<file path="src/rtl/ptsw_pkg.sv">
// types and constants shared by the thread selector modules
// no dependencies
`timescale 1ns / 1ps

package ptsw_pkg;

    // request codes
    localparam logic [1:0] REQ_REGISTER = 2'd0;
    localparam logic [1:0] REQ_UPDATE   = 2'd1;
    localparam logic [1:0] REQ_SELECT   = 2'd2;

    // result status codes
    localparam logic [1:0] STAT_OK      = 2'd0;
    localparam logic [1:0] STAT_FULL    = 2'd1;
    localparam logic [1:0] STAT_EMPTY   = 2'd2;
    localparam logic [1:0] STAT_BADSLOT = 2'd3;

    // run states
    localparam logic [1:0] RS_RUNNING  = 2'd0;
    localparam logic [1:0] RS_SLEEPING = 2'd1;

    typedef struct packed {
        logic [1:0]  req_type;
        logic [7:0]  slot;
        logic [7:0]  priority_req;
        logic [1:0]  thread_state;
        logic [63:0] wake_time;
        logic [63:0] context_value;
        logic [63:0] uptime;
    } t_in_item;

    typedef struct packed {
        logic [1:0]  status;
        logic [7:0]  selected_slot;
        logic [63:0] next_context;
        logic [7:0]  assigned_slot;
    } t_out_item;

    typedef enum logic [2:0] {
        S_IDLE,
        S_EXEC,
        S_SCAN,
        S_DRAIN,
        S_FETCH,
        S_CTXW,
        S_RESULT
    } t_state;

    // controller to datapath commands
    typedef struct packed {
        logic       capture;
        logic       do_register;
        logic       do_update;
        logic       sel_start;
        logic       scan_issue;
        logic       fetch_ctx;
        logic       res_set;
        logic [1:0] res_status;
        logic       res_sel;
        logic       out_load;
    } t_dp_cmd;

    // datapath to controller status
    typedef struct packed {
        logic [1:0] req_type;
        logic       full;
        logic       empty;
        logic       bad_slot;
        logic       scan_last;
        logic       out_free;
    } t_dp_sts;

endpackage

</file>
<file path="src/rtl/ptsw_ctrl.sv">
// controller state machine for the thread selector
// depends on ptsw_pkg
`timescale 1ns / 1ps

module ptsw_ctrl (
    input  logic              i_clk,
    input  logic              i_rst_n,
    input  logic              i_in_valid,
    output logic              o_in_ready,
    input  ptsw_pkg::t_dp_sts i_sts,
    output ptsw_pkg::t_dp_cmd o_cmd
);

    ptsw_pkg::t_state r_state;
    ptsw_pkg::t_state n_state;

    // state register
    always_ff @(posedge i_clk) begin
        if (!i_rst_n) begin
            r_state <= ptsw_pkg::S_IDLE;
        end else begin
            r_state <= n_state;
        end
    end

    // next state and commands
    always_comb begin
        n_state    = r_state;
        o_cmd      = '0;
        o_in_ready = (r_state == ptsw_pkg::S_IDLE);
        unique case (r_state)
            ptsw_pkg::S_IDLE: begin
                if (i_in_valid) begin
                    o_cmd.capture = 1'b1;
                    n_state       = ptsw_pkg::S_EXEC;
                end
            end
            ptsw_pkg::S_EXEC: begin
                unique case (i_sts.req_type)
                    ptsw_pkg::REQ_REGISTER: begin
                        o_cmd.res_set = 1'b1;
                        if (i_sts.full) begin
                            o_cmd.res_status = ptsw_pkg::STAT_FULL;
                        end else begin
                            o_cmd.do_register = 1'b1;
                            o_cmd.res_status  = ptsw_pkg::STAT_OK;
                        end
                        n_state = ptsw_pkg::S_RESULT;
                    end
                    ptsw_pkg::REQ_UPDATE: begin
                        o_cmd.res_set = 1'b1;
                        if (i_sts.bad_slot) begin
                            o_cmd.res_status = ptsw_pkg::STAT_BADSLOT;
                        end else begin
                            o_cmd.do_update  = 1'b1;
                            o_cmd.res_status = ptsw_pkg::STAT_OK;
                        end
                        n_state = ptsw_pkg::S_RESULT;
                    end
                    ptsw_pkg::REQ_SELECT: begin
                        if (i_sts.empty) begin
                            o_cmd.res_set    = 1'b1;
                            o_cmd.res_status = ptsw_pkg::STAT_EMPTY;
                            n_state          = ptsw_pkg::S_RESULT;
                        end else begin
                            o_cmd.sel_start = 1'b1;
                            n_state         = ptsw_pkg::S_SCAN;
                        end
                    end
                    // unknown request: dropped without a result
                    default: begin
                        n_state = ptsw_pkg::S_IDLE;
                    end
                endcase
            end
            ptsw_pkg::S_SCAN: begin
                o_cmd.scan_issue = 1'b1;
                if (i_sts.scan_last) begin
                    n_state = ptsw_pkg::S_DRAIN;
                end
            end
            ptsw_pkg::S_DRAIN: begin
                n_state = ptsw_pkg::S_FETCH;
            end
            ptsw_pkg::S_FETCH: begin
                o_cmd.fetch_ctx = 1'b1;
                n_state         = ptsw_pkg::S_CTXW;
            end
            ptsw_pkg::S_CTXW: begin
                o_cmd.res_sel = 1'b1;
                n_state       = ptsw_pkg::S_RESULT;
            end
            ptsw_pkg::S_RESULT: begin
                if (i_sts.out_free) begin
                    o_cmd.out_load = 1'b1;
                    n_state        = ptsw_pkg::S_IDLE;
                end
            end
            default: begin
                n_state = ptsw_pkg::S_IDLE;
            end
        endcase
    end

endmodule

</file>
<file path="config.mk">
export PLATFORM = sky130hd
export DESIGN_NAME = ptsw_ctrl
export DESIGN_NICKNAME = d
export VERILOG_FILES = /design/src/rtl/ptsw_pkg.sv /design/src/rtl/ptsw_ctrl.sv
export SDC_FILE = /design/constraint.sdc
export NUM_CORES = 1
export LEC_CHECK = 0
export BUFFER_PORTS_ARGS = -buffer_cell sky130_fd_sc_hd__buf_2
export CAP_MARGIN = 20
export CORE_AREA = 2 2 39 41
export DETAILED_ROUTE_END_ITERATION = 16
export DIE_AREA = 0 0 41 43
export PLACE_DENSITY = 0.5
export SLEW_MARGIN = 0
export SYNTH_ARGS = -nofsm -noshare
export SYNTH_HDL_FRONTEND = slang
export SYNTH_SLANG_ARGS = --single-unit
</file>
<file path="constraint.sdc">
create_clock -name i_clk -period 1.8 [get_ports i_clk]
set_input_delay 0.27 -clock i_clk [delete_from_list [all_inputs] [get_ports i_clk]]
set_output_delay 0.27 -clock i_clk [all_outputs]
set_load 0.005 [all_outputs]
</file>
======== Word level (Yosys, flattened, before mapping) ========
Cells that the tools add are included.
operators by class
  equality and inequality tests ........... 11
  muxes and demuxes ....................... 25
  reduce and logical (&&, ||, !) cells .... 4
operators by type and width
  cell                count
  $mux 3              7
  $pmux 3 s7          1
  $mux 1              14
  $eq 3x3->1 const B  3
  $pmux 3 s3          1
  $eq 3x2->1 const B  2
  $ne 2x2->1 const B  3
  $pmux 3 s2          1
  $eq 3x1->1 const B  1
  $logic_not 3->1     1
  $reduce_and 3->1    1
  $eq 2x1->1 const B  1
  $eq 2x2->1 const B  1
  $logic_not 2->1     1
  $mux 2              1
  $reduce_or 2->1     1
storage, ports and cells
  register bits after elaboration ......... 3
  input bits .............................. 10
  output and inout port bits .............. 12
  word-level logic and storage cells ...... 41

======== Logic depth before layout (Yosys ltp) ========
  depth in word-level cells ............... 4
  gate-level depth with buffers ........... 4
  mapped depth without buffers ............ 3

======== Worst setup path before layout ========
Ideal clock, no wire load.
  path type ............................... reg2out
  start ................................... reg r_state[1]
  end ..................................... out o_cmd[8] (netlist name)
  data arrival time ....................... 1.222 ns
  required time ........................... 1.530 ns
  setup slack ............................. 0.308 ns
  stages on the path, launching flop included .. 5
  path buffers ............................ 1
  cells stage by stage .................... dfxtp_1 -> buf_6 -> or3b_4 -> or2_4 -> nor3b_2
RTL lines
  element                   line             text
  start: declaration        ptsw_ctrl.sv:14  ptsw_pkg::t_state r_state;
  start signal: assignment  ptsw_ctrl.sv:20  r_state <= ptsw_pkg::S_IDLE;
  start signal: assignment  ptsw_ctrl.sv:22  r_state <= n_state;
  end: declaration          ptsw_ctrl.sv:11  output ptsw_pkg::t_dp_cmd o_cmd

==> metrics.md <==
| Metric | Value |
|---|---|
| Reg2Reg Setup Slack | approximately 0.74 ns |
| Vias in the first global route | 326 |
| TritonCTS Sinks | 3 |
| Largest register FFs | 3 |
| Synth cell types | 25 |
| Synth Area in XOR/XNOR | 0% |
| Register area share after synthesis | around a fifth |
| Post-synth top cells | nor2_1, a21oi_1, dfxtp_1, nand2_1, nor3_1 |
| Hold Violations, Final | 0 |
| Starting density of the core | 22.4% |
| Highest Clock Rate | roughly 580 MHz |
| Avg Cell Area, Syn | slightly above 7 um2 |
| Final Cycle Share | a little over nine tenths |
| Post-DR vias/cell | 4.67 |
| Yosys top cell by area | dfxtp_1 |
| Yosys top cell area share | 19.4% |
| WP buf/inv | 1 |
| Crit path max-delay family | simple AND/OR/NAND/NOR gates |
| Critical Path End | o_cmd[8] |
| Critical Path Slowest Stage Cell | or3b_4 |
| Most frequent cell after synthesis | nor2_1 |
| Total gr overflow | 0 |
| Largest family of logic cells by synthesized area | simple AND/OR/NAND/NOR gates |
| Post-synth EDFFs | 0 |
| Core ar. | between 1000 and 1500 um2 |
| Synth Area in Compound Gates | 14.5% |
| Max Cap Viol | 0 |
| Critical path fanouts, max | 3 |
| Tot GR Track Use | roughly 12% |
| First-pass GRT wire length | approximately 1400 um |
| Synth area leaders | dfxtp_1, nor2_1, a21oi_1, nor3_1, nand3b_1 |
| RR Endpoint | r_state[2]$_SDFFE_PN0P_ |
| Die area | about 1800 um2 |
| H-tree lvl count | 1 |
| Max-slew headroom | 81.9% |
| Synth Area in Adders | 0% |
| Fin area | roughly 470 um2 |
| Area of the mapped netlist | just over 300 um2 |
| CP startpoint | r_state[1]$_SDFFE_PN0P_ |
| Worst Hold Launch | i_rst_n |
| WP depth | 4 |
| RSZ-0062 raised after global routing | true |
| First-pass DRT Iterations | 3 |
| Detailed placement HPWL | just over 600 um |
| Port Buf Inserts | 21 |
| Min cycle time layout | about 1.7 ns |
| Leakage | 0.240 nW |
| Number of CTS-inserted buffers | 3 |
| Outcome | completed |
| Mapped Cells | 43 |
| Nets | between 70 and 80 |
| Largest regs | r_state x3 |
| DRT antenna net count | 0 |
| Req. time, crit path | between 1.5 and 2 ns |
| Drt total wl | between 800 and 900 um |
| Final Skew | roughly 0.0045 ns |
| Layout cells sized above 1 | between 40% and 50% |
| Synth Area in Simple Gates | 52.0% |
| Clk root buf | clkbuf_4 |
| Number of cells on the worst reg-to-reg path | 4 |
| Clk slew on worst S/H paths | about 0.040 ns |
| Via Count | between 300 and 400 |
| Setup_tns | 0 ns |
| Top FF cell, synth | dfxtp_1 |
| Largest net degree at the start of global routing | 12 |
| Area growth syn-to-layout | 50.4% |
| WL per Instance | 9.64 um |
| # IOs | 22 |
| Maximum VDD drop | 0.296 mV |
| RD Place Congestion | between 0.6 and 0.7 |
| Pwr Density | 744 nW/um2 |
| Worst-Skew Late Latency | 0.24 ns |
| Hold WC Path Type | in2reg |
| Flops & latches, synth | 3 |
| Crit path largest cell delay | approximately 0.39 ns |
| R2r startpoint | r_state[2]$_SDFFE_PN0P_ |
| Synth warn | 0 |
| Fin util | 33.7% |
| Worst slew pin tran | 0.267 ns |
| Post-synth net total | between 50 and 60 |
| Crit path launch type | flip-flop |
| FILL cells | roughly 150 |
| Starting DRT DRC Count | 8 |
| Worst setup EP type | output pin |
| Final slew viol count | 0 |
| Critical Setup Path Class | reg2out |
| Antenna diodes | 0 |
| CTS tree | yes |
| Initial antenna violation count | 0 |
| Maximum clock path buffer count | 2 |
| Final setup viols | 0 |
| Critical Path AT | 1.47 ns |
| Row cnt | 14 |
| Post-Place Cell Area | between 400 and 500 um2 |
| Async SR Flop Fraction | 0% |
| Die Span Y | 43 um |
| Mux share of post-synthesis cell area | approximately 3.2% |
| DRC Markers | 0 |
| Worst-path cell chain | or3b_4 > or2_4 > nor3b_2 > buf_2 |
| Die span in x | around 41 um |
| Reg with most FFs | r_state |
## cells by family after synthesis
| family | Yosys count |
|---|---|
| compound gates | 7 |
| buf+inv | 6 |
| flops | 3 |
| mux | 1 |
| simple gates | 26 |
## cells in the final DEF, fill, tap and decap left out, types with 2 or more instances in the layout
| cell type | n |
|---|---|
| a21oi_1 | 3 |
| inv_1 | 2 |
| buf_2 | 21 |
| buf_4 | 4 |
| nor3_1 | 3 |
| clkbuf_4 | 3 |
| and2_1 | 2 |
| nand2b_1 | 2 |
| dfxtp_1 | 2 |
| nand3b_1 | 2 |
| nor2_1 | 6 |
| nand2_1 | 3 |
## area by class of cell
| class | instances | area (um2) | share of cell area (%) |
|---|---|---|---|
| sequential | 3 | 61.3 | 13.1 |
| multi-input combinational | 34 | 216 | 46.4 |
| timing repair buffer | 25 | 135 | 29.0 |
| inverter | 2 | 7.51 | 1.61 |
| tap | 16 | 20.0 | 4.29 |
| clock buffer | 4 | 26.3 | 5.63 |
## through the flow
step / setup slack [ns] / hold slack, ns / total power [mW] / instances
floorplan: 0.308 / 0.388 / 0.171 / 43
CTS: 0.0198 / 0.284 / 0.348 / 83
global route: -0.000752 / 0.300 / 0.383 / 84
detailed placement: 0.274 / 0.531 / 0.220 / 79
finish: 0.0647 / 0.290 / 0.347 / 84
global placement: 0.308 / 0.541 / 0.220 / 79
## repair_timing
| item | CTS | global route |
|---|---|---|
| hold buffers | 0 | 0 |
| resized for setup | 0 | 1 |
| endpoints found under the setup margin | 0 | 1 |
| setup buffers | 0 | 1 |
## how the worst min path moves through the flow
stage,to,slack (ns),cells after the start
finish,r_state[2]$_SDFFE_PN0P_,0.29,2
floorplan,r_state[2]$_SDFFE_PN0P_,0.39,1
detailed placement,r_state[2]$_SDFFE_PN0P_,0.53,2
global placement,r_state[2]$_SDFFE_PN0P_,0.54,2
CTS,r_state[2]$_SDFFE_PN0P_,0.28,2
global route,r_state[2]$_SDFFE_PN0P_,0.30,2
## power breakdown
part / internal, mW / leakage (nW) / total, mW / switching, mW
Sequential: 0.0772 / 0.0250 / 0.0815 / 0.00438
Combinational: 0.0726 / 0.200 / 0.143 / 0.0699
Clock: 0.0834 / 0.0150 / 0.123 / 0.0396
Total: 0.233 / 0.240 / 0.347 / 0.114
## per-layer routing
metal | GRT usage [%] | up-vias | routed length [um]
li1 | - | 201 | -
met1 | 14.4 | 167 | 367
met2 | 14.7 | 19 | 316
met3 | 6.81 | 5 | 94
met4 | 10.0 | 0 | 32
met5 | 0 | - | 0
Power figures use the tool's default switching activity.
